### src/hw/rtl/key_value_spec_tokenizer_unit_macros.svh
// Assertion helpers for the tokenizer RTL.
// Each use expects clk and rst_n in scope.
`ifndef KEY_VALUE_SPEC_TOKENIZER_UNIT_MACROS_SVH
`define KEY_VALUE_SPEC_TOKENIZER_UNIT_MACROS_SVH

// Same-cycle implication.
`define KVST_ASSERT_NOW(lbl, ante, cons, msg) \
  lbl: assert property (@(posedge clk) disable iff (!rst_n) (ante) |-> (cons)) \
    else $error(msg);

// Next-cycle implication.
`define KVST_ASSERT_NEXT(lbl, ante, cons, msg) \
  lbl: assert property (@(posedge clk) disable iff (!rst_n) (ante) |=> (cons)) \
    else $error(msg);

`endif

### src/hw/rtl/kvst_pkg.sv
`default_nettype none

package kvst_pkg;

  localparam logic [7:0] CH_NUL    = 8'h00;
  localparam logic [7:0] CH_SPACE  = 8'h20;
  localparam logic [7:0] CH_TAB    = 8'h09;
  localparam logic [7:0] CH_EQ     = 8'h3D;
  localparam logic [7:0] CH_QUOTE  = 8'h27;
  localparam logic [7:0] CH_BSLASH = 8'h5C;

  localparam logic [1:0] ROLE_NONE  = 2'd0;
  localparam logic [1:0] ROLE_KEY   = 2'd1;
  localparam logic [1:0] ROLE_VALUE = 2'd2;

  typedef enum logic [2:0] {
    MODE_SKIP   = 3'd0,
    MODE_KEY    = 3'd1,
    MODE_VSTART = 3'd2,
    MODE_PLAIN  = 3'd3,
    MODE_QUOTED = 3'd4,
    MODE_ESC    = 3'd5
  } mode_t;

  typedef struct packed {
    logic [7:0] out_char;
    logic [1:0] role;
    logic       key_done;
    logic       key_dropped;
    logic       pair_done;
    logic       spec_done;
  } result_t;

endpackage

`default_nettype wire

### src/hw/rtl/key_value_spec_tokenizer_unit.sv
// Channel  Ports                                                Dir
// -------  ---------------------------------------------------  ---
// input    in_valid, in_stall, in_ch                            in
// result   out_valid, out_stall, out_char, out_role,            out
//          out_key_done, out_key_dropped, out_pair_done, out_spec_done
//
// One byte per cycle sustained while the result is not stalled; one result
// transaction per input transaction. Each byte passes the input register, then
// the result register, with the mode update between them.
// Synchronous active-low reset clears both valid flags and the mode to skipping.
// A stalled result holds; the input register still takes a byte while the
// result waits, and in_stall rises only when both registers are full.
`default_nettype none

module key_value_spec_tokenizer_unit (
  input  wire logic       clk,
  input  wire logic       rst_n,
  input  wire logic       in_valid,
  output logic            in_stall,
  input  wire logic [7:0] in_ch,
  output logic            out_valid,
  input  wire logic       out_stall,
  output logic [7:0]      out_char,
  output logic [1:0]      out_role,
  output logic            out_key_done,
  output logic            out_key_dropped,
  output logic            out_pair_done,
  output logic            out_spec_done
);
  import kvst_pkg::*;

  logic       fire;
  logic       out_free;
  logic [7:0] ch_q;
  result_t    res;
  result_t    res_q;

  kvst_in_reg u_in (
    .clk      (clk),
    .rst_n    (rst_n),
    .in_valid (in_valid),
    .in_stall (in_stall),
    .in_ch    (in_ch),
    .out_free (out_free),
    .fire     (fire),
    .ch_q     (ch_q)
  );

  kvst_scan u_scan (
    .clk   (clk),
    .rst_n (rst_n),
    .fire  (fire),
    .ch    (ch_q),
    .res   (res)
  );

  kvst_out_reg u_out (
    .clk       (clk),
    .rst_n     (rst_n),
    .fire      (fire),
    .res       (res),
    .out_free  (out_free),
    .out_valid (out_valid),
    .out_stall (out_stall),
    .res_q     (res_q)
  );

  assign out_char        = res_q.out_char;
  assign out_role        = res_q.role;
  assign out_key_done    = res_q.key_done;
  assign out_key_dropped = res_q.key_dropped;
  assign out_pair_done   = res_q.pair_done;
  assign out_spec_done   = res_q.spec_done;

endmodule

`default_nettype wire

### src/hw/rtl/kvst_in_reg.sv
`default_nettype none

module kvst_in_reg (
  input  wire logic       clk,
  input  wire logic       rst_n,
  input  wire logic       in_valid,
  output logic            in_stall,
  input  wire logic [7:0] in_ch,
  input  wire logic       out_free,
  output logic            fire,
  output logic [7:0]      ch_q
);
  import kvst_pkg::*;

  logic       valid_r, valid_nxt;
  logic [7:0] ch_r;
  logic       load;

  // Move the held byte on whenever the result register can take it.
  assign fire     = valid_r && out_free;
  assign in_stall = valid_r && !out_free;
  assign load     = in_valid && !in_stall;
  assign ch_q     = ch_r;

  always_comb begin
    valid_nxt = valid_r;
    if (load) begin
      valid_nxt = 1'b1;
    end else if (fire) begin
      valid_nxt = 1'b0;
    end
  end

  always_ff @(posedge clk) begin
    if (!rst_n) begin
      valid_r <= 1'b0;
    end else begin
      valid_r <= valid_nxt;
    end
  end

  always_ff @(posedge clk) begin
    if (load) begin
      ch_r <= in_ch;
    end
  end

endmodule

`default_nettype wire

### src/hw/rtl/kvst_scan.sv
`default_nettype none

`include "key_value_spec_tokenizer_unit_macros.svh"

module kvst_scan (
  input  wire logic             clk,
  input  wire logic             rst_n,
  input  wire logic             fire,
  input  wire logic [7:0]       ch,
  output kvst_pkg::result_t     res
);
  import kvst_pkg::*;

  mode_t mode_r, mode_nxt;
  logic  is_nul, is_blank;

  assign is_nul   = (ch == CH_NUL);
  assign is_blank = (ch == CH_SPACE) || (ch == CH_TAB);

  always_comb begin
    mode_nxt = MODE_SKIP;
    case (mode_r)
      MODE_KEY: begin
        if (is_nul || is_blank) begin
          mode_nxt = MODE_SKIP;
        end else if (ch == CH_EQ) begin
          mode_nxt = MODE_VSTART;
        end else begin
          mode_nxt = MODE_KEY;
        end
      end
      MODE_VSTART: begin
        if (is_nul || is_blank) begin
          mode_nxt = MODE_SKIP;
        end else if (ch == CH_QUOTE) begin
          mode_nxt = MODE_QUOTED;
        end else begin
          mode_nxt = MODE_PLAIN;
        end
      end
      MODE_PLAIN: begin
        if (is_nul || is_blank) begin
          mode_nxt = MODE_SKIP;
        end else begin
          mode_nxt = MODE_PLAIN;
        end
      end
      MODE_QUOTED: begin
        if (is_nul || ch == CH_QUOTE) begin
          mode_nxt = MODE_SKIP;
        end else if (ch == CH_BSLASH) begin
          mode_nxt = MODE_ESC;
        end else begin
          mode_nxt = MODE_QUOTED;
        end
      end
      MODE_ESC: begin
        mode_nxt = is_nul ? MODE_SKIP : MODE_QUOTED;
      end
      default: begin
        if (is_nul || is_blank) begin
          mode_nxt = MODE_SKIP;
        end else if (ch == CH_EQ) begin
          mode_nxt = MODE_VSTART;
        end else begin
          mode_nxt = MODE_KEY;
        end
      end
    endcase
  end

  always_comb begin
    res           = '0;
    res.spec_done = is_nul;
    case (mode_r)
      MODE_KEY: begin
        if (is_nul || is_blank) begin
          res.key_dropped = 1'b1;
        end else if (ch == CH_EQ) begin
          res.key_done = 1'b1;
        end else begin
          res.out_char = ch;
          res.role     = ROLE_KEY;
        end
      end
      MODE_VSTART, MODE_PLAIN: begin
        if (is_nul || is_blank) begin
          res.pair_done = 1'b1;
        end else if (!(mode_r == MODE_VSTART && ch == CH_QUOTE)) begin
          res.out_char = ch;
          res.role     = ROLE_VALUE;
        end
      end
      MODE_QUOTED: begin
        if (is_nul || ch == CH_QUOTE) begin
          res.pair_done = 1'b1;
        end else if (ch != CH_BSLASH) begin
          res.out_char = ch;
          res.role     = ROLE_VALUE;
        end
      end
      MODE_ESC: begin
        // Escape cut off by the end: keep the backslash itself.
        res.out_char  = is_nul ? CH_BSLASH : ch;
        res.role      = ROLE_VALUE;
        res.pair_done = is_nul;
      end
      default: begin
        if (ch == CH_EQ) begin
          res.key_done = 1'b1;
        end else if (!is_nul && !is_blank) begin
          res.out_char = ch;
          res.role     = ROLE_KEY;
        end
      end
    endcase
  end

  always_ff @(posedge clk) begin
    if (!rst_n) begin
      mode_r <= MODE_SKIP;
    end else if (fire) begin
      mode_r <= mode_nxt;
    end
  end

  `KVST_ASSERT_NOW(a_key_done_clean, res.key_done,
    res.role == ROLE_NONE && !res.pair_done && !res.key_dropped,
    "key_done with a kept byte or another flag")
  `KVST_ASSERT_NEXT(a_end_to_skip, fire && is_nul, mode_r == MODE_SKIP,
    "mode not back to skipping after end of spec")
  `KVST_ASSERT_NEXT(a_eq_to_vstart, fire && res.key_done, mode_r == MODE_VSTART,
    "mode not at value start after key_done")
  `KVST_ASSERT_NEXT(a_mode_hold, !fire, $stable(mode_r),
    "mode changed without a transaction")

endmodule

`default_nettype wire

### src/hw/rtl/kvst_out_reg.sv
`default_nettype none

module kvst_out_reg (
  input  wire logic              clk,
  input  wire logic              rst_n,
  input  wire logic              fire,
  input  wire kvst_pkg::result_t res,
  output logic                   out_free,
  output logic                   out_valid,
  input  wire logic              out_stall,
  output kvst_pkg::result_t      res_q
);
  import kvst_pkg::*;

  logic    valid_r, valid_nxt;
  result_t res_r;

  assign out_free  = !valid_r || !out_stall;
  assign out_valid = valid_r;
  assign res_q     = res_r;

  always_comb begin
    valid_nxt = valid_r && out_stall;
    if (fire) begin
      valid_nxt = 1'b1;
    end
  end

  always_ff @(posedge clk) begin
    if (!rst_n) begin
      valid_r <= 1'b0;
    end else begin
      valid_r <= valid_nxt;
    end
  end

  always_ff @(posedge clk) begin
    if (fire) begin
      res_r <= res;
    end
  end

endmodule

`default_nettype wire
### config.mk
export PLATFORM = sky130hd
export DESIGN_NAME = key_value_spec_tokenizer_unit
export DESIGN_NICKNAME = d
export VERILOG_FILES = /design/src/hw/rtl/kvst_pkg.sv /design/src/hw/rtl/key_value_spec_tokenizer_unit.sv /design/src/hw/rtl/kvst_in_reg.sv /design/src/hw/rtl/kvst_scan.sv /design/src/hw/rtl/kvst_out_reg.sv
export VERILOG_INCLUDE_DIRS = /design/src /design/src/hw/rtl
export SDC_FILE = /design/constraint.sdc
export NUM_CORES = 1
export LEC_CHECK = 0
export ABC_AREA = 1
export BUFFER_PORTS_ARGS = -buffer_cell sky130_fd_sc_hd__buf_2
export CORE_MARGIN = 2
export CORE_UTILIZATION = 40
export DETAILED_ROUTE_END_ITERATION = 7
export HOLD_SLACK_MARGIN = 0.03
export PLACE_DENSITY = 0.57
export REMOVE_ABC_BUFFERS = 1
export SETUP_SLACK_MARGIN = 0.15
export SLEW_MARGIN = 30
export SYNTH_ARGS = -nofsm -noshare
export SYNTH_HDL_FRONTEND = slang
export SYNTH_HIERARCHICAL = 1
export SYNTH_SLANG_ARGS = --single-unit
export TNS_END_PERCENT = 100
### constraint.sdc
create_clock -name clk -period 2.76 [get_ports clk]
set_input_delay 0.552 -clock clk [delete_from_list [all_inputs] [get_ports clk]]
set_output_delay 0.552 -clock clk [all_outputs]
set_load 0.02 [all_outputs]
==> qor.csv <==
stage,metric,value,unit
yosys,Post-synth EDFFs,22,
cts,"CTS clk-pin slew, worst paths",90,ps
floorplanning,core area,3971,sq um
cts,CTS Hold Buffers Added,0,
yosys,ys flop type,edfxtp_1,
drt,routed length per placed instance,11.96,um
min_path,Hold Crit Depth,1,
global_routing,GR Overflow Total,0,
drt,Initial DRC Count,45,
drt,drt drc,0,
run,Max Cap Viol,0,
min_path,Hold Path Class,input port to register,
yosys,yosys synthesis warning count,6,
placed_design,routability cong.,0.8576,
floorplanning,die footprint,4642,sq um
placed_design,I/O Buffers,27,
min_path,HP Start,in_ch[5],
sta,period utilization,61.30,%
pwr,Max VDD drop,195.2,uV
cts,Resized Gates After CTS,0,
sta,final setup TNS,0,ps
cts,later-pin clock latency in the skew report,270,ps
pwr,Pwr Density,448.6,nW/um^2
global_routing,initial antenna violation count,0,
setup_path,Worst Path Required,2790,ps
sta,post-layout min period,1692,ps
cts,Bufs on Longest Clock Path,2,
outcome,status,finished clean,
setup_path,startpoint class of the critical path,register,
layout,layout cell share with drive strength beyond 1,33.49,%
global_routing,largest net degree at the start of global routing,18,
sta,worst-margin pin slew,540.4,ps
global_routing,GRT Total Usage,16.05,%
yosys,syn_area_per_cell,8.660,sq um
layout,Final nets,233,
yosys,Synth cell types,31,
setup_path,CP Class,register to register,
global_routing,grt peak-use layer,met2,
yosys,Syn Std Cell Area,1645,sq um
yosys,asr flop ratio synth,0,%
global_routing,met3 Resource Use GR,2.467,%
layout,Synth-to-Final Area Change,13.31,%
cts,cts bufs inserted,3,
layout,Inserted Diodes,0,
setup_path,Critical Path AT,1720,ps
sta,Pins Over Slew Limit,0,
yosys,Synth Instances,190,
setup_path,R2R setup slack,1070,ps
floorplanning,Die H,68.14,um
sta,# setup viols final,0,
setup_path,Critical Path Fanout Max,10,
cts,Clock Tree Root,clkbuf_8,
drt,WL final,3.206,mm
floorplanning,Rows,23,
cts,CTS tree,yes,
pwr,post-layout power,836.2,uW
sta,Max Fclk,0.5910,GHz
cts,post-CTS setup buffer count,0,
sta,Clock Skews,4.564,ps
drt,drt first pass iters,4,
setup_path,reg2reg path depth,6,
global_routing,first-pass GRT wire length,5.444,mm
sta,RSZ-0062 raised after global routing,no,
sta,relative slew slack,63.94,%
min_path,Hold EP,u_in/ch_q[5]$_DFFE_PP_,
cts,Clock Sinks,27,
drt,ANT nets after route,0,
yosys,Yosys reg bits,27,
setup_path,Reg-to-Reg End,u_out/res_q[6]$_DFFE_PP_,
layout,Multi-input gate area,724.4,sq um
setup_path,worst-path cell chain,"ha_1, inv_1, nand3_4, inv_2, o21ai_4, a21oi_1",
pwr,leakage power total,0.8266,nW
sta,Final Hold Fails,0,
sta,Fin Hold WS,447.2,ps
setup_path,CP peak stage delay,500,ps
layout,fillcell total,415,
placed_design,post-DP HPWL,2.503,mm
layout,Reg area,760.7,sq um
global_routing,vias in the first global route,1176,
floorplanning,io pins,28,
setup_path,CP top delay family,flip-flops,
global_routing,met1 Use GR,21.22,%
yosys,sequential fraction of the synthesis area,46.24,%
setup_path,Worst setup EP type,register,
setup_path,CP Buf/Inv Count,2,
floorplanning,initial core utilization,41.43,%
global_routing,grt met2 use,26.46,%
cts,H-tree depth,1,
drt,Vias,1274,
floorplanning,Die Span X,68.14,um
setup_path,worst r2r src,u_scan/mode_r[1]$_SDFFE_PN0P_,
setup_path,CP max-delay cell,dfxtp_1,
drt,drt via density,4.754,
-- synthesized netlist by cell type (2+ instances only) --
cell | count | area [sq um]
o21ai_0 | 10 | 50.05
nand2_4 | 2 | 22.52
ha_1 | 2 | 25.02
nand4_1 | 4 | 25.02
nand3_4 | 2 | 35.03
nor3_1 | 2 | 10.01
nand2_2 | 8 | 50.05
inv_1 | 20 | 75.07
nor2_2 | 4 | 25.02
nand3_1 | 18 | 90.09
nor2_1 | 16 | 60.06
a21oi_2 | 3 | 26.28
inv_2 | 12 | 45.04
dfxtp_1 | 5 | 100.1
nor2_4 | 3 | 33.78
nand2_1 | 32 | 120.1
edfxtp_1 | 22 | 660.6
buf_4 | 2 | 15.01
nand3_2 | 2 | 20.02
a21oi_1 | 10 | 50.05
-- kinds of logic after synthesis --
family	share of synthesized area, %
AO/OA/AOI/OAI	10.50
adder cells (fa/ha/maj)	1.521
buffers and inverters	9.733
flip-flops	46.24
AND/OR/NAND/NOR	32.02
-- power breakdown --
part           switching, mW  internal (mW)  total [mW]  leakage (nW)
Combinational         0.0829         0.0444       0.127         0.551
Sequential            0.0196          0.467       0.487         0.252
Clock                  0.119          0.103       0.222        0.0228
-- worst reg2reg max path: cells and delay by family (launching register included) --
family	cells	cell delay, ps
compound gates	2	220
flops	1	500
simple gates	1	150
buf+inv	2	230
fa+ha+maj	1	360
-- through the flow --
stage / setup slack (ps) / instances / util [%] / instance area, sq um
after floorplan: 1239 / 186 / - / 1614
after global placement: 991.0 / 264 / 45.81 / 1819
after detailed placement: 1020 / 264 / 45.81 / 1819
after CTS: 1046 / 268 / 46.94 / 1864
after global routing: 917.5 / 268 / 46.94 / 1864
final: 1068 / 268 / 46.94 / 1864
-- state kept, by name (all words and copies together), names as in the netlist --
signal           flops
u_in/ch_q            8
u_in/valid_r         1
u_out/out_valid      1
u_out/res_q         14
u_scan/mode_r        3
-- how the worst max path moves through the flow --
stage	start	endpoint	slack [ps]	depth (start not counted)
floorplan	u_scan/mode_r[1]$_SDFFE_PN0P_	u_out/res_q[11]$_DFFE_PP_	1240	6
global placement	out_stall	u_out/res_q[5]$_DFFE_PP_	990	5
detailed placement	out_stall	u_out/res_q[5]$_DFFE_PP_	1020	5
CTS	u_scan/mode_r[1]$_SDFFE_PN0P_	u_out/res_q[6]$_DFFE_PP_	1050	6
global route	u_scan/mode_r[1]$_SDFFE_PN0P_	u_out/res_q[11]$_DFFE_PP_	920	6
finish	u_scan/mode_r[1]$_SDFFE_PN0P_	u_out/res_q[6]$_DFFE_PP_	1070	6
-- cell usage in the layout, fill, tap and decap left out, types with 2 or more instances in the layout --
cell       n
inv_1     20
nand3_4    2
nand4_1    4
ha_1       2
o21ai_0   10
a21oi_2    3
nor3_1     2
inv_2     12
dfxtp_1    5
nand3_2    2
nand2_1   32
clkbuf_8   3
a21oi_1   10
edfxtp_1  22
nand2_2    8
nor2_4     3
nand2_4    2
buf_2     27
nor2_1    16
nand3_1   18
nor2_2     4
-- cell type report --
class	instances	share of cell area (%)
repair buffers	28	7.651
well taps	50	3.356
flip-flops and latches	27	40.81
clock buffers	4	2.416
inverters	33	6.913
multi-input cells	126	38.86
-- routing by layer --
layer,wire (um),up-vias,share of wire (%)
met2,1499,40,47
met1,1478,548,46
met3,191,4,6.0
met4,38,0,1.2
li1,-,682,-
met5,0,-,0
Power figures use the tool's default switching activity.
